$ cat src/hw/rtl/sensor_line_centroid_tracker_defines.svh
// Assertion macros for the sensor line centroid tracker.
// Used by modules that assert; expects clock and reset in scope.
`ifndef SENSOR_LINE_CENTROID_TRACKER_DEFINES_SVH
`define SENSOR_LINE_CENTROID_TRACKER_DEFINES_SVH

// condition must hold on every rising clock edge outside reset
`define SLCT_ASSERT(lbl, cond) \
   lbl: assert property (@(posedge clock) disable iff (reset) (cond)) \
      else $error("slct assertion failed");

// antecedent implies consequent in the next cycle
`define SLCT_ASSERT_NEXT(lbl, ante, cons) \
   lbl: assert property (@(posedge clock) disable iff (reset) (ante) |=> (cons)) \
      else $error("slct assertion failed");

`endif

$ cat src/hw/rtl/slct_pkg.sv
// Package for the sensor line centroid tracker: constants, codes and
// the command/status structs between controller and datapath. No dependencies.
package slct_pkg;
   localparam int WINDOW_LENGTH = 8;
   localparam int NUM_CH        = 3;
   localparam int SAMPLE_W      = 10;
   localparam int PTR_W         = (WINDOW_LENGTH > 1) ? $clog2(WINDOW_LENGTH) : 1;
   localparam int SUM_W         = $clog2(WINDOW_LENGTH * 1023 + 1);
   localparam int POS_W         = 11;
   localparam int DIVIDEND_W    = 20;
   localparam int DIVISOR_W     = 12;
   localparam int CNT_W         = $clog2(DIVIDEND_W + 1);
   localparam logic [9:0] SCALE = 10'd1000;
   localparam logic [SAMPLE_W-1:0] RAW_MAX = 10'd1023;
   localparam logic [SAMPLE_W-1:0] THRESHOLD_RESET = 10'd512;

   localparam logic [1:0] KIND_TRACK = 2'd0;
   localparam logic [1:0] KIND_CAL   = 2'd1;
   localparam logic [1:0] KIND_CLEAR = 2'd2;

   // op 0..2 map channels, op 3 is the centroid
   localparam logic [1:0] OP_POS = 2'd3;

   typedef struct packed {
      logic       capture;
      logic       update;
      logic       div_start;
      logic       write_v;
      logic       out_load;
      logic [1:0] op;
   } ctl_cmd_type;

   typedef struct packed {
      logic trivial;
      logic div_busy;
      logic div_done;
   } dp_sts_type;
endpackage

$ cat src/hw/rtl/slct_divider.sv
// Radix-2 restoring unsigned divider, one quotient bit per cycle.
// Depends on slct_pkg for widths.
module slct_divider
   import slct_pkg::*;
(
   input  logic                  clock,
   input  logic                  reset,
   input  logic                  start,
   input  logic [DIVIDEND_W-1:0] dividend,
   input  logic [DIVISOR_W-1:0]  divisor,
   output logic [DIVIDEND_W-1:0] quotient,
   output logic                  busy,
   output logic                  done
);
   logic [DIVISOR_W-1:0]  rem_ff, rem_in;
   logic [DIVIDEND_W-1:0] quo_ff, quo_in;
   logic [DIVISOR_W-1:0]  div_ff;
   logic [CNT_W-1:0]      cnt_ff, cnt_in;
   logic                  busy_ff, busy_in, done_ff, done_in;
   logic [DIVISOR_W:0]    shifted;
   logic [DIVISOR_W+1:0]  trial;
   logic                  ge;

   always_comb begin
      shifted = {rem_ff, quo_ff[DIVIDEND_W-1]};
      trial   = {1'b0, shifted} - {2'b00, div_ff};
      ge      = !trial[DIVISOR_W+1];
      rem_in  = rem_ff;
      quo_in  = quo_ff;
      cnt_in  = cnt_ff;
      busy_in = busy_ff;
      done_in = 1'b0;
      if (start) begin
         rem_in  = '0;
         quo_in  = dividend;
         cnt_in  = CNT_W'(DIVIDEND_W);
         busy_in = 1'b1;
      end else if (busy_ff) begin
         rem_in = ge ? trial[DIVISOR_W-1:0] : shifted[DIVISOR_W-1:0];
         quo_in = {quo_ff[DIVIDEND_W-2:0], ge};
         cnt_in = cnt_ff - 1'b1;
         if (cnt_ff == CNT_W'(1)) begin
            busy_in = 1'b0;
            done_in = 1'b1;
         end
      end
   end

   always_ff @(posedge clock) begin
      if (reset) begin
         busy_ff <= 1'b0;
         done_ff <= 1'b0;
         cnt_ff  <= '0;
      end else begin
         busy_ff <= busy_in;
         done_ff <= done_in;
         cnt_ff  <= cnt_in;
      end
      rem_ff <= rem_in;
      quo_ff <= quo_in;
      if (start) begin
         div_ff <= divisor;
      end
   end

   assign quotient = quo_ff;
   assign busy     = busy_ff;
   assign done     = done_ff;
endmodule

$ cat src/hw/rtl/slct_datapath.sv
// Datapath: rings, sums, calibration, scaled values, centroid and result register.
// Depends on slct_pkg and slct_divider.
module slct_datapath
   import slct_pkg::*;
(
   input  logic                clock,
   input  logic                reset,
   input  ctl_cmd_type         cmd,
   output dp_sts_type          sts,
   input  logic                csr_valid,
   input  logic [SAMPLE_W-1:0] csr_wdata,
   input  logic [1:0]          req_kind,
   input  logic [SAMPLE_W-1:0] req_sample_ch0,
   input  logic [SAMPLE_W-1:0] req_sample_ch1,
   input  logic [SAMPLE_W-1:0] req_sample_ch2,
   output logic [POS_W-1:0]    rsp_line_position,
   output logic                rsp_line_detected,
   output logic [SAMPLE_W-1:0] rsp_average_ch0,
   output logic [SAMPLE_W-1:0] rsp_average_ch1,
   output logic [SAMPLE_W-1:0] rsp_average_ch2
);
   logic [SAMPLE_W-1:0] thr_ff;
   logic [1:0]          kind_ff;
   logic [SAMPLE_W-1:0] raw_ff [NUM_CH];
   logic [SAMPLE_W-1:0] ring_ff [NUM_CH][WINDOW_LENGTH];
   logic [PTR_W-1:0]    ptr_ff;
   logic [SUM_W-1:0]    sum_ff [NUM_CH];
   logic [SAMPLE_W-1:0] min_ff [NUM_CH];
   logic [SAMPLE_W-1:0] max_ff [NUM_CH];
   logic                cal_ff;
   logic                det_ff;
   logic [SAMPLE_W-1:0] v_ff [NUM_CH];
   logic [POS_W-1:0]    pos_ff;

   logic [SAMPLE_W-1:0] avg_w [NUM_CH];
   logic [SAMPLE_W-1:0] sel_avg, sel_lo, sel_hi, triv_v, mag;
   logic [SAMPLE_W:0]   num, span;
   logic [DIVISOR_W-1:0] den, divisor;
   logic [DIVISOR_W-1:0] diff;
   logic                neg;
   logic [DIVIDEND_W-1:0] dividend, quo;
   logic [SAMPLE_W-1:0] clamp_q;
   logic                div_busy, div_done;

   always_comb begin
      for (int c = 0; c < NUM_CH; c++) begin
         avg_w[c] = SAMPLE_W'(sum_ff[c] / WINDOW_LENGTH);
      end
      sel_avg = avg_w[0];
      sel_lo  = min_ff[0];
      sel_hi  = max_ff[0];
      unique case (cmd.op)
         2'd1: begin sel_avg = avg_w[1]; sel_lo = min_ff[1]; sel_hi = max_ff[1]; end
         2'd2: begin sel_avg = avg_w[2]; sel_lo = min_ff[2]; sel_hi = max_ff[2]; end
         default: ;
      endcase
      num  = {1'b0, sel_avg} - {1'b0, sel_lo};
      span = {1'b0, sel_hi} - {1'b0, sel_lo};
      den  = DIVISOR_W'(v_ff[0]) + DIVISOR_W'(v_ff[1]) + DIVISOR_W'(v_ff[2]);
      diff = DIVISOR_W'(v_ff[2]) - DIVISOR_W'(v_ff[0]);
      if (cmd.op == OP_POS) begin
         neg         = diff[DIVISOR_W-1];
         mag         = neg ? SAMPLE_W'(-diff) : SAMPLE_W'(diff);
         divisor     = den;
         sts.trivial = (den == '0) || (diff == '0);
         triv_v      = '0;
      end else begin
         neg         = 1'b0;
         mag         = num[SAMPLE_W] ? SAMPLE_W'(-num) : num[SAMPLE_W-1:0];
         divisor     = DIVISOR_W'(span[SAMPLE_W] ? SAMPLE_W'(-span) : span[SAMPLE_W-1:0]);
         // opposite signs give a quotient at or below zero, clamped to zero
         sts.trivial = !cal_ff || (span == '0) || (num == '0)
                       || (num[SAMPLE_W] != span[SAMPLE_W]);
         triv_v      = cal_ff ? '0 : sel_avg;
      end
      dividend     = DIVIDEND_W'(mag) * DIVIDEND_W'(SCALE);
      clamp_q      = (quo > DIVIDEND_W'(SCALE)) ? SCALE : quo[SAMPLE_W-1:0];
      sts.div_busy = div_busy;
      sts.div_done = div_done;
   end

   slct_divider u_div (
      .clock    (clock),
      .reset    (reset),
      .start    (cmd.div_start),
      .dividend (dividend),
      .divisor  (divisor),
      .quotient (quo),
      .busy     (div_busy),
      .done     (div_done)
   );

   always_ff @(posedge clock) begin
      if (reset) begin
         thr_ff <= THRESHOLD_RESET;
         ptr_ff <= '0;
         cal_ff <= 1'b0;
         for (int c = 0; c < NUM_CH; c++) begin
            sum_ff[c] <= '0;
            min_ff[c] <= RAW_MAX;
            max_ff[c] <= '0;
            for (int i = 0; i < WINDOW_LENGTH; i++) begin
               ring_ff[c][i] <= '0;
            end
         end
      end else begin
         if (csr_valid) begin
            thr_ff <= csr_wdata;
         end
         if (cmd.update) begin
            unique case (kind_ff)
               KIND_TRACK: begin
                  for (int c = 0; c < NUM_CH; c++) begin
                     sum_ff[c] <= sum_ff[c] - SUM_W'(ring_ff[c][ptr_ff]) + SUM_W'(raw_ff[c]);
                     ring_ff[c][ptr_ff] <= raw_ff[c];
                  end
                  ptr_ff <= (ptr_ff == PTR_W'(WINDOW_LENGTH - 1)) ? '0 : ptr_ff + 1'b1;
               end
               KIND_CAL: begin
                  for (int c = 0; c < NUM_CH; c++) begin
                     if (raw_ff[c] < min_ff[c]) min_ff[c] <= raw_ff[c];
                     if (raw_ff[c] > max_ff[c]) max_ff[c] <= raw_ff[c];
                  end
                  cal_ff <= 1'b1;
               end
               KIND_CLEAR: begin
                  for (int c = 0; c < NUM_CH; c++) begin
                     min_ff[c] <= RAW_MAX;
                     max_ff[c] <= '0;
                  end
                  cal_ff <= 1'b0;
               end
               default: ;
            endcase
         end
      end
      if (cmd.capture) begin
         kind_ff   <= req_kind;
         raw_ff[0] <= req_sample_ch0;
         raw_ff[1] <= req_sample_ch1;
         raw_ff[2] <= req_sample_ch2;
      end
      if (cmd.update) begin
         det_ff <= ((kind_ff == KIND_TRACK) || (kind_ff == KIND_CAL))
                   && ((raw_ff[0] > thr_ff) || (raw_ff[1] > thr_ff) || (raw_ff[2] > thr_ff));
      end
      if (cmd.write_v) begin
         if (cmd.op == OP_POS) begin
            if (sts.trivial) pos_ff <= '0;
            else pos_ff <= neg ? POS_W'(-quo[POS_W-1:0]) : quo[POS_W-1:0];
         end else begin
            v_ff[cmd.op] <= sts.trivial ? triv_v : clamp_q;
         end
      end
      if (cmd.out_load) begin
         rsp_line_position <= pos_ff;
         rsp_line_detected <= det_ff;
         rsp_average_ch0   <= avg_w[0];
         rsp_average_ch1   <= avg_w[1];
         rsp_average_ch2   <= avg_w[2];
      end
   end
endmodule

$ cat src/hw/rtl/slct_controller.sv
// Controller: sequences update, the four steps (each a division or a trivial write) and the result register.
// Depends on slct_pkg and the assertion macro header.
`include "sensor_line_centroid_tracker_defines.svh"
module slct_controller
   import slct_pkg::*;
(
   input  logic        clock,
   input  logic        reset,
   input  logic        req_valid,
   output logic        req_stall,
   output logic        rsp_valid,
   input  logic        rsp_stall,
   input  dp_sts_type  sts,
   output ctl_cmd_type cmd
);
   localparam logic [2:0] S_IDLE = 3'd0;
   localparam logic [2:0] S_UPD  = 3'd1;
   localparam logic [2:0] S_PREP = 3'd2;
   localparam logic [2:0] S_DIV  = 3'd3;
   localparam logic [2:0] S_DONE = 3'd4;

   logic [2:0] state_ff, state_in;
   logic [1:0] op_ff, op_in;
   logic       rsp_valid_ff, rsp_valid_in;
   logic       accept;

   always_comb begin
      accept        = req_valid && (state_ff == S_IDLE);
      state_in      = state_ff;
      op_in         = op_ff;
      cmd           = '0;
      cmd.op        = op_ff;
      cmd.capture   = accept;
      unique case (state_ff)
         S_IDLE: if (accept) state_in = S_UPD;
         S_UPD: begin
            cmd.update = 1'b1;
            op_in      = '0;
            state_in   = S_PREP;
         end
         S_PREP: begin
            if (sts.trivial) begin
               cmd.write_v = 1'b1;
               op_in       = op_ff + 1'b1;
               state_in    = (op_ff == OP_POS) ? S_DONE : S_PREP;
            end else begin
               cmd.div_start = 1'b1;
               state_in      = S_DIV;
            end
         end
         S_DIV: begin
            if (sts.div_done) begin
               cmd.write_v = 1'b1;
               op_in       = op_ff + 1'b1;
               state_in    = (op_ff == OP_POS) ? S_DONE : S_PREP;
            end
         end
         S_DONE: begin
            if (!rsp_valid_ff || !rsp_stall) begin
               cmd.out_load = 1'b1;
               state_in     = S_IDLE;
            end
         end
         default: state_in = S_IDLE;
      endcase
      rsp_valid_in = cmd.out_load || (rsp_valid_ff && rsp_stall);
   end

   always_ff @(posedge clock) begin
      if (reset) begin
         state_ff     <= S_IDLE;
         op_ff        <= '0;
         rsp_valid_ff <= 1'b0;
      end else begin
         state_ff     <= state_in;
         op_ff        <= op_in;
         rsp_valid_ff <= rsp_valid_in;
      end
   end

   assign req_stall = (state_ff != S_IDLE);
   assign rsp_valid = rsp_valid_ff;

   `SLCT_ASSERT(a_load_free, !cmd.out_load || !rsp_valid_ff || !rsp_stall)
   `SLCT_ASSERT(a_start_idle_div, !cmd.div_start || !sts.div_busy)
   `SLCT_ASSERT_NEXT(a_accept_update, accept, state_ff == S_UPD)
   `SLCT_ASSERT_NEXT(a_load_valid, cmd.out_load, rsp_valid_ff)
endmodule

$ cat src/hw/rtl/sensor_line_centroid_tracker.sv
// Top level of the sensor line centroid tracker.
// Depends on slct_pkg, slct_controller and slct_datapath.
//
//   channel   direction  handshake            payload
//   req_      in         req_valid/req_stall  kind, sample_ch0..2
//   rsp_      out        rsp_valid/rsp_stall  line_position, line_detected, average_ch0..2
//   csr_      in         csr_valid/csr_ready  line_threshold (csr_wdata)
//
// One item at a time: accept, the update state, then four steps (three scaled
// channels and the centroid), each a direct write when trivial or else a division
// through the shared 20-step radix-2 divider, then the result register.
// Reset is synchronous; the ring, sums and calibration clear at once, no sweep.
// A stalled result holds in the output register while the next item is accepted.
module sensor_line_centroid_tracker
   import slct_pkg::*;
(
   input  logic                clock,
   input  logic                reset,
   input  logic                req_valid,
   output logic                req_stall,
   input  logic [1:0]          req_kind,
   input  logic [SAMPLE_W-1:0] req_sample_ch0,
   input  logic [SAMPLE_W-1:0] req_sample_ch1,
   input  logic [SAMPLE_W-1:0] req_sample_ch2,
   output logic                rsp_valid,
   input  logic                rsp_stall,
   output logic [POS_W-1:0]    rsp_line_position,
   output logic                rsp_line_detected,
   output logic [SAMPLE_W-1:0] rsp_average_ch0,
   output logic [SAMPLE_W-1:0] rsp_average_ch1,
   output logic [SAMPLE_W-1:0] rsp_average_ch2,
   input  logic                csr_valid,
   output logic                csr_ready,
   input  logic [SAMPLE_W-1:0] csr_wdata
);
   ctl_cmd_type cmd;
   dp_sts_type  sts;

   assign csr_ready = 1'b1;

   slct_controller u_ctl (
      .clock     (clock),
      .reset     (reset),
      .req_valid (req_valid),
      .req_stall (req_stall),
      .rsp_valid (rsp_valid),
      .rsp_stall (rsp_stall),
      .sts       (sts),
      .cmd       (cmd)
   );

   slct_datapath u_dp (
      .clock             (clock),
      .reset             (reset),
      .cmd               (cmd),
      .sts               (sts),
      .csr_valid         (csr_valid),
      .csr_wdata         (csr_wdata),
      .req_kind          (req_kind),
      .req_sample_ch0    (req_sample_ch0),
      .req_sample_ch1    (req_sample_ch1),
      .req_sample_ch2    (req_sample_ch2),
      .rsp_line_position (rsp_line_position),
      .rsp_line_detected (rsp_line_detected),
      .rsp_average_ch0   (rsp_average_ch0),
      .rsp_average_ch1   (rsp_average_ch1),
      .rsp_average_ch2   (rsp_average_ch2)
   );
endmodule

$ cat config.mk
export PLATFORM = sky130hd
export DESIGN_NAME = sensor_line_centroid_tracker
export DESIGN_NICKNAME = d
export VERILOG_FILES = /design/src/hw/rtl/slct_pkg.sv /design/src/hw/rtl/slct_divider.sv /design/src/hw/rtl/slct_datapath.sv /design/src/hw/rtl/slct_controller.sv /design/src/hw/rtl/sensor_line_centroid_tracker.sv
export VERILOG_INCLUDE_DIRS = /design/src /design/src/hw/rtl
export SDC_FILE = /design/constraint.sdc
export NUM_CORES = 1
export LEC_CHECK = 0
export ABC_AREA = 1
export ABC_CLOCK_PERIOD_IN_PS = 11300
export BUFFER_PORTS_ARGS = -buffer_cell sky130_fd_sc_hd__buf_2
export CORE_AREA = 2 2 266 268
export CTS_CLUSTER_SIZE = 14
export DETAILED_ROUTE_END_ITERATION = 16
export DIE_AREA = 0 0 268 270
export SLEW_MARGIN = 20
export SYNTH_ARGS = -nofsm -noshare
export SYNTH_HDL_FRONTEND = slang
export SYNTH_SLANG_ARGS = --single-unit
$ cat constraint.sdc
create_clock -name clock -period 11.3 [get_ports clock]
set_input_delay 3.39 -clock clock [delete_from_list [all_inputs] [get_ports clock]]
set_output_delay 3.39 -clock clock [all_outputs]
set_load 0.02 [all_outputs]
==> flow_metrics.env, run 1 <==
export IMPL_start_kind="flip-flop"
export IMPL_worst_slew_pin_slew_ns=1.10
export IMPL_cts_sinks=526
export IMPL_crit_start="u_ctl.op_ff[0]"
export IMPL_overflow=0
export IMPL_reg2reg_to="u_dp.u_div.quotient[18]"
export IMPL_status="finished, final reports clean"
export IMPL_synth_cell_types=65
export IMPL_drtIter0Drc=2104
export IMPL_finClkSkew_ns=0.0356
export IMPL_rr_startpoint="u_ctl.op_ff[0]"
export IMPL_multi_input_area_um2=13200
export IMPL_relSlewSlack_pct=26.4
export IMPL_drt_wirelength_per_cell_um=20.6
export IMPL_end_kind="flip-flop"
export IMPL_place_hpwl_um=62300
export IMPL_initial_core_util_pct=44.4
export IMPL_cts_buffers=58
export IMPL_synth_top_area_share_pct=47.0
export IMPL_io_buffers=90
export IMPL_routed_wl_um=88600
export IMPL_critPathRequiredTime_ns=11.66
export IMPL_synth_simple_area_share_pct=16.5
export IMPL_critPathMaxStageDelay_ns=0.80
export IMPL_die_h_um=270
export IMPL_cp_slowest_cell="o21ai_0"
export IMPL_seq_area_frac_synth_pct=49.8
export IMPL_coreArea_um2=69500
export IMPL_synth_top_cells_by_area="edfxtp_1 (47%), ha_1 (9.8%), nand2_1 (6.0%), inv_1 (5.8%), nor2_1 (5.5%)"
export IMPL_ys_async_sr_fraction_pct=0
export IMPL_yosys_register_bits=526
export IMPL_cts_hold_buf=0
export IMPL_clock_path_buffers=3
export IMPL_clkTransAtPathRegs_ns=0.07
export IMPL_synth_edff_count=484
export IMPL_area_growth_pct=11.2
export IMPL_post_route_drc_count=0
export IMPL_die_width_um=268
export IMPL_cts_root_buf="clkbuf_16"
export IMPL_worstSetupPathType="reg -> reg"
export IMPL_max_cap_violations=0
export IMPL_num_io_pins=92
export IMPL_grt_pass1_vias=22442
export IMPL_htreeDepth=2
export IMPL_cts_setup_buffers=0
export IMPL_r2r_setup_slack_ns=3.24
export IMPL_slew_violations=0
export IMPL_drive_above_1_share_pct=9.70
export IMPL_period_minus_slack_ns=8.06
export IMPL_insertion_delay_ns=0.64
export IMPL_rsz0062_at_grt="false"
export IMPL_setup_viol=0
export IMPL_postSynthCellCount=3236
export IMPL_regArea_um2=15400
export IMPL_final_cell_mix="nand2_1 (490), edfxtp_1 (484), inv_1 (474)"
export IMPL_synth_top_area_cell="edfxtp_1"
export IMPL_nFillCells=6484
export IMPL_ant_nets=0
export IMPL_rows=97
export IMPL_synth_top_family_by_area="simple AND/OR/NAND/NOR gates"
export IMPL_antenna_found_initial=2
export IMPL_grt_usage_pct=24.6
export IMPL_reg2reg_depth=31
export IMPL_syn_nets=3584
export IMPL_endpoint="u_dp.u_div.quotient[18]"
export IMPL_postSynthAreaPerCell_um2=9.55
export IMPL_final_setup_tns_ns=0
export IMPL_fin_crit_sh_pct=71.3
export IMPL_grt_max_degree=49
export IMPL_first_pass_iters=6
export IMPL_die_area_um2=72400
export IMPL_post_synth_instance_area_um2=30900
export IMPL_nNetsFinal=3652
export IMPL_synthXorXnorAreaFrac_pct=1.84
export IMPL_cts_resized=0
export IMPL_tritoncts="built"
export IMPL_gp_congestion=0.956
export IMPL_cp_arrival_ns=8.42
export IMPL_grt_pass1_wl_um=134000
export IMPL_synthFlopType="edfxtp_1"
export IMPL_crit_fanout=16
export IMPL_hold_viol_final=0
export IMPL_via_count=23002
export IMPL_hp_class="reg -> reg"
export IMPL_yosysWarnings=0
export IMPL_synth_compound_area_share_pct=10.4
export IMPL_clock_fmax_mhz=124
export IMPL_muxShareOfSynthArea_pct=0.0972
export IMPL_path_common_cell="o21ai_0"
export IMPL_synthAdderAreaFrac_pct=13.6
export IMPL_viasPerCell=5.36
export IMPL_final_common_cell="nand2_1"
area by class of cell:
type,instances,share of cell area [%]
clock buffer,66,4.31
antenna,2,0.0146
timing repair buffer,130,2.24
inverter,489,5.34
multi-input combinational,2099,38.5
sequential,526,44.8
tap,940,3.42
clock inverter,42,1.45
per-layer routing:
metal,track usage [%],wire [µm],part of all wire [%],up-vias
met5,0,0,0,-
met4,10.0,3670,4.1,0
met3,4.30,6450,7.3,156
met2,39.9,41100,46,706
met1,32.5,37400,42,11064
li1,-,-,-,11076
state kept, by name, indices dropped and copies added (netlist names), 10 cells and up:
signal and count:
u_dp.ring_ff 240, u_dp.thr_ff 10, u_dp.sum_ff 39, u_dp.rsp_average_ch1 10, u_dp.max_ff 30, u_dp.pos_ff 11, u_dp.rsp_average_ch2 10, u_dp.v_ff 30
u_dp.u_div.div_ff 12, u_dp.u_div.quotient 20, u_dp.rsp_line_position 11, u_dp.u_div.rem_ff 12, u_dp.min_ff 30, u_dp.rsp_average_ch0 10, u_dp.raw_ff 30
how the worst min path moves through the flow:
stage                     from                    endpoint  slack, ns  depth (start not counted)
2_1_floorplan      u_dp.det_ff      u_dp.rsp_line_detected       0.40                          0
3_3_place_gp    u_dp.pos_ff[2]   u_dp.rsp_line_position[2]       0.40                          0
3_5_place_dp   u_dp.pos_ff[10]  u_dp.rsp_line_position[10]       0.41                          0
4_1_cts        u_dp.pos_ff[10]  u_dp.rsp_line_position[10]       0.42                          0
5_1_grt            u_dp.det_ff      u_dp.rsp_line_detected       0.42                          0
6_report       u_dp.pos_ff[10]  u_dp.rsp_line_position[10]       0.42                          0
synth_stat cells (4+ instances only):
library cell	number
o21ai_0	164
buf_4	4
o21a_1	8
a22o_1	22
fa_1	59
dfxtp_1	42
a31oi_1	13
xnor2_1	23
o21ai_1	13
inv_1	474
a21oi_2	5
edfxtp_1	484
nand2_1	493
nand4_1	48
a221oi_1	23
a21oi_1	157
o21bai_1	8
or2_2	5
buf_6	10
nor2_2	10
nor3_1	40
nor2_1	452
o211ai_1	7
o22ai_2	7
xor2_1	42
inv_2	12
buf_1	8
buf_2	4
ha_1	242
nand3_2	6
a211oi_1	6
o21ai_2	14
clkbuf_1	96
a22oi_1	34
nand3_1	113
o221ai_1	14
nor4_1	6
nand2_2	16
a21o_1	7
per-stage QoR:
| stage | setup WS [ns] | std cells | area [µm²] | util [%] | hold WS [ns] |
|---|---|---|---|---|---|
| floorplan | 4.37 | 3236 | 30900 | - | 0.400 |
| finish | 3.24 | 4294 | 34400 | 49.4 | 0.419 |
| CTS | 3.27 | 4291 | 34300 | 49.3 | 0.421 |
| global route | 2.62 | 4292 | 34300 | 49.4 | 0.423 |
| detailed placement | 3.33 | 4183 | 32300 | 46.5 | 0.407 |
| global placement | 3.51 | 4183 | 32300 | 46.5 | 0.404 |
kinds of logic (layout without fill, tap and decap cells):
| group | Yosys count | count (layout) |
|---|---|---|
| buffers and inverters | 611 | 727 |
| adders and majority gates | 301 | 301 |
| other | 1 | 3 |
| and+or+nand+nor | 1207 | 1207 |
| xor gates and xnor gates | 65 | 65 |
| DFF | 526 | 526 |
| muxes | 3 | 3 |
| AOI/OAI and AO/OA | 522 | 522 |
worst max-delay path, delay by kind of cell (launching register included):
family / cells / cell delay (ns)
fa+ha+maj: 7 / 3.14
compound gates: 11 / 2.56
simple gates: 8 / 0.79
buf+inv: 3 / 0.54
xor+xnor: 2 / 0.39
flops: 1 / 0.34
Power of run 1 is left out: the tool's default activity adds up to more than one toggle a clock period on the data nets, which glitch-free logic cannot reach.
==> inputs of run 2 (changes only) <==
ABC_AREA = 0   (was 1)
ABC_CLOCK_PERIOD_IN_PS = 6700   (was 11300)
clock period = 6.7 ns   (was 11.3 ns; I/O delays follow)
==> run 2 against run 1 <==
Effect of this change:
- critical path type unchanged
- die area unchanged
- critical endpoint unchanged
- clock-buffer cell count increased by 4
- via count decreased by 1.0%
- synthesized cell count fell by 12%
- the run now ends with setup timing left
- worst hold slack got worse by 0.0059 ns
- design area rose by 6.1%
==> flow_metrics.env, run 2 <==
export IMPL_hp_class="reg -> reg"
export IMPL_reg_top3="u_dp.ring_ff (240), u_dp.sum_ff (39)"
export IMPL_cts_buffers=60
export IMPL_tritoncts="built"
export IMPL_routed_wl_um=88500
export IMPL_clkTransAtPathRegs_ns=0.06
export IMPL_path_common_cell="ha_4"
export IMPL_finClkSkew_ns=0.0515
export IMPL_insertion_delay_ns=0.66
export IMPL_syn_nets=3206
export IMPL_start_kind="flip-flop"
export IMPL_nNetsFinal=3432
export IMPL_synthFlopType="edfxtp_1"
export IMPL_cts_sinks=526
export IMPL_cp_slowest_cell="fa_1"
export IMPL_postSynthCellCount=2858
export IMPL_largest_register_ffs=240
export IMPL_grt_usage_pct=24.6
export IMPL_final_common_cell="edfxtp_1"
export IMPL_drt_wirelength_per_cell_um=21.7
export IMPL_clock_path_buffers=3
export IMPL_area_growth_pct=17.3
export IMPL_crit_fanout=6
export IMPL_die_h_um=270
export IMPL_synth_edff_count=484
export IMPL_critPathMaxStageDelay_ns=0.57
export IMPL_gp_congestion=0.886
export IMPL_synth_top_area_share_pct=46.8
export IMPL_antenna_cells=0
export IMPL_ys_top_cells_by_count="edfxtp_1 (484), inv_1 (313), nor2_1 (243)"
export IMPL_ir_drop_v=0.00126
export IMPL_largest_register="u_dp.ring_ff"
export IMPL_postSynthAreaPerCell_um2=10.9
export IMPL_yosysWarnings=0
export IMPL_worst_slack_ns=-0.103
export IMPL_p_leak_nw=15.7
export IMPL_p_per_area_nw_per_um2=426
export IMPL_synth_cell_types=86
export IMPL_yosysMostFrequentCell="edfxtp_1"
export IMPL_ant_nets=0
export IMPL_grt_max_degree=111
export IMPL_grt_pass1_vias=22919
export IMPL_violations="setup timing"
export IMPL_final_cell_mix="edfxtp_1 (484), inv_1 (299), nor2_1 (239)"
export IMPL_worst_slew_pin_slew_ns=1.06
export IMPL_cts_hold_buf=0
export IMPL_max_cap_violations=0
export IMPL_htreeDepth=2
export IMPL_clock_fmax_mhz=147
export IMPL_drtIter0Drc=1772
export IMPL_post_synth_instance_area_um2=31100
export IMPL_cp_arrival_ns=7.17
export IMPL_fin_crit_sh_pct=102
export IMPL_slew_violations=0
export IMPL_grt_pass1_wl_um=136000
export IMPL_num_io_pins=92
export IMPL_die_width_um=268
export IMPL_whs_ns=0.414
export IMPL_end_kind="flip-flop"
export IMPL_drive_above_1_share_pct=16.7
export IMPL_cts_root_buf="clkbuf_16"
export IMPL_die_area_um2=72400
export IMPL_critPathRequiredTime_ns=7.06
export IMPL_seq_area_frac_synth_pct=49.5
export IMPL_post_route_drc_count=0
export IMPL_initial_core_util_pct=44.7
export IMPL_worstSetupPathType="reg -> reg"
export IMPL_rsz0062_at_grt="true"
export IMPL_relSlewSlack_pct=29.1
export IMPL_ys_async_sr_fraction_pct=0
export IMPL_first_pass_iters=5
export IMPL_hold_viol_final=0
export IMPL_io_buffers=90
export IMPL_yosys_register_bits=526
export IMPL_status="complete, but fails checks"
export IMPL_period_minus_slack_ns=6.80
export IMPL_final_setup_tns_ns=-0.161
export IMPL_place_hpwl_um=62700
export IMPL_overflow=0
export IMPL_coreArea_um2=69500
export IMPL_via_count=22773
export IMPL_antenna_found_initial=3
export IMPL_synth_top_cells_by_area="edfxtp_1 (47%), ha_1 (9.7%), fa_1 (3.8%), inv_1 (3.8%), and3_1 (3.6%)"
export IMPL_nFillCells=6127
export IMPL_viasPerCell=5.59
export IMPL_setup_viol=2
export IMPL_rows=97
export IMPL_synth_top_area_cell="edfxtp_1"
run 2: changes by cell type after synthesis, sizes merged, moves of 103 or more:
| cell | previous run | this run |
|---|---|---|
| a22oi | 34 | 149 |
| inv | 486 | 315 |
| and3 | 0 | 178 |
| nor2 | 466 | 246 |
| nand2 | 514 | 163 |
| o21ai | 191 | 88 |
run 2: critical path, delay by kind of cell (launching register included):
family	cells	cell delay, ns
compound gates	12	1.95
mux	3	0.48
flops	1	0.38
simple gates	2	0.29
buf+inv	8	0.66
fa+ha+maj	9	2.50
xor+xnor	2	0.28
run 2: area by class of cell:
class                           instances  area (µm²)  area share, %
Inverter                              326        1230           3.38
Tap cell                              940        1180           3.23
Sequential cell                       526       15400           42.2
Clock inverter                         43         526           1.44
Multi-Input combinational cell       1874       14500           39.7
Timing Repair Buffer                  296        2120           5.83
Clock buffer                           70        1540           4.22
run 2: report_power, final:
| group | switching [mW] | internal [mW] | total [mW] |
|---|---|---|---|
| registers | 0.118 | 3.75 | 3.86 |
| logic | 3.91 | 4.34 | 8.25 |
| clock network | 1.41 | 2.01 | 3.42 |
run 2: per-stage QoR:
stage	instances	power, mW	util, %	setup slack (ns)	cell area [µm²]
global route	4075	16.7	52.4	-0.475	36500
floorplan	2858	8.71	-	-0.587	31400
finish	4075	15.5	52.4	-0.103	36500
detailed placement	3946	11.1	48.9	-0.476	34000
global placement	3946	10.9	48.9	-0.296	34000
CTS	4069	14.9	52.2	-0.0678	36300
run 2: kinds of logic (layout without fill, tap and decap cells):
kind of cell / after synthesis / after routing / synth area share [%]
DFF: 526 / 526 / 49.5
and+or+nand+nor: 829 / 829 / 13.5
other: 1 / 1 / 0.0121
muxes: 47 / 47 / 1.66
xor gates and xnor gates: 114 / 114 / 3.21
AOI/OAI and AO/OA: 579 / 579 / 12.7
buffers and inverters: 458 / 735 / 5.78
adders and majority gates: 304 / 304 / 13.6
run 2: worst paths after layout:
kind / startpoint / end / slack (ns) / depth (start not counted)
max: u_ctl.op_ff[0] / u_dp.u_div.quotient[18] / -0.10 / 36
min: u_dp.pos_ff[9] / u_dp.rsp_line_position[9] / 0.41 / 0
max reg2reg: u_ctl.op_ff[0] / u_dp.u_div.quotient[18] / -0.10 / 36
min reg2reg: u_dp.pos_ff[9] / u_dp.rsp_line_position[9] / 0.41 / 0
run 2: routing by layer:
| layer | vias up | GRT usage, % | wire length, µm |
|---|---|---|---|
| li1 | 10725 | - | - |
| met1 | 11202 | 31.8 | 36700 |
| met2 | 676 | 42.1 | 43400 |
| met3 | 170 | 2.92 | 4690 |
| met4 | 0 | 9.35 | 3720 |
| met5 | - | 0 | 0 |
run 2: repair_timing:
item | 4_1_cts | 5_1_grt
hold endpoints to repair | 0 | 0
buffers inserted | 10 | 6
setup endpoints to repair | 6 | 6
resized for setup | 33 | 28
pin swaps | 27 | 15
(Power assumes the default switching activity.)
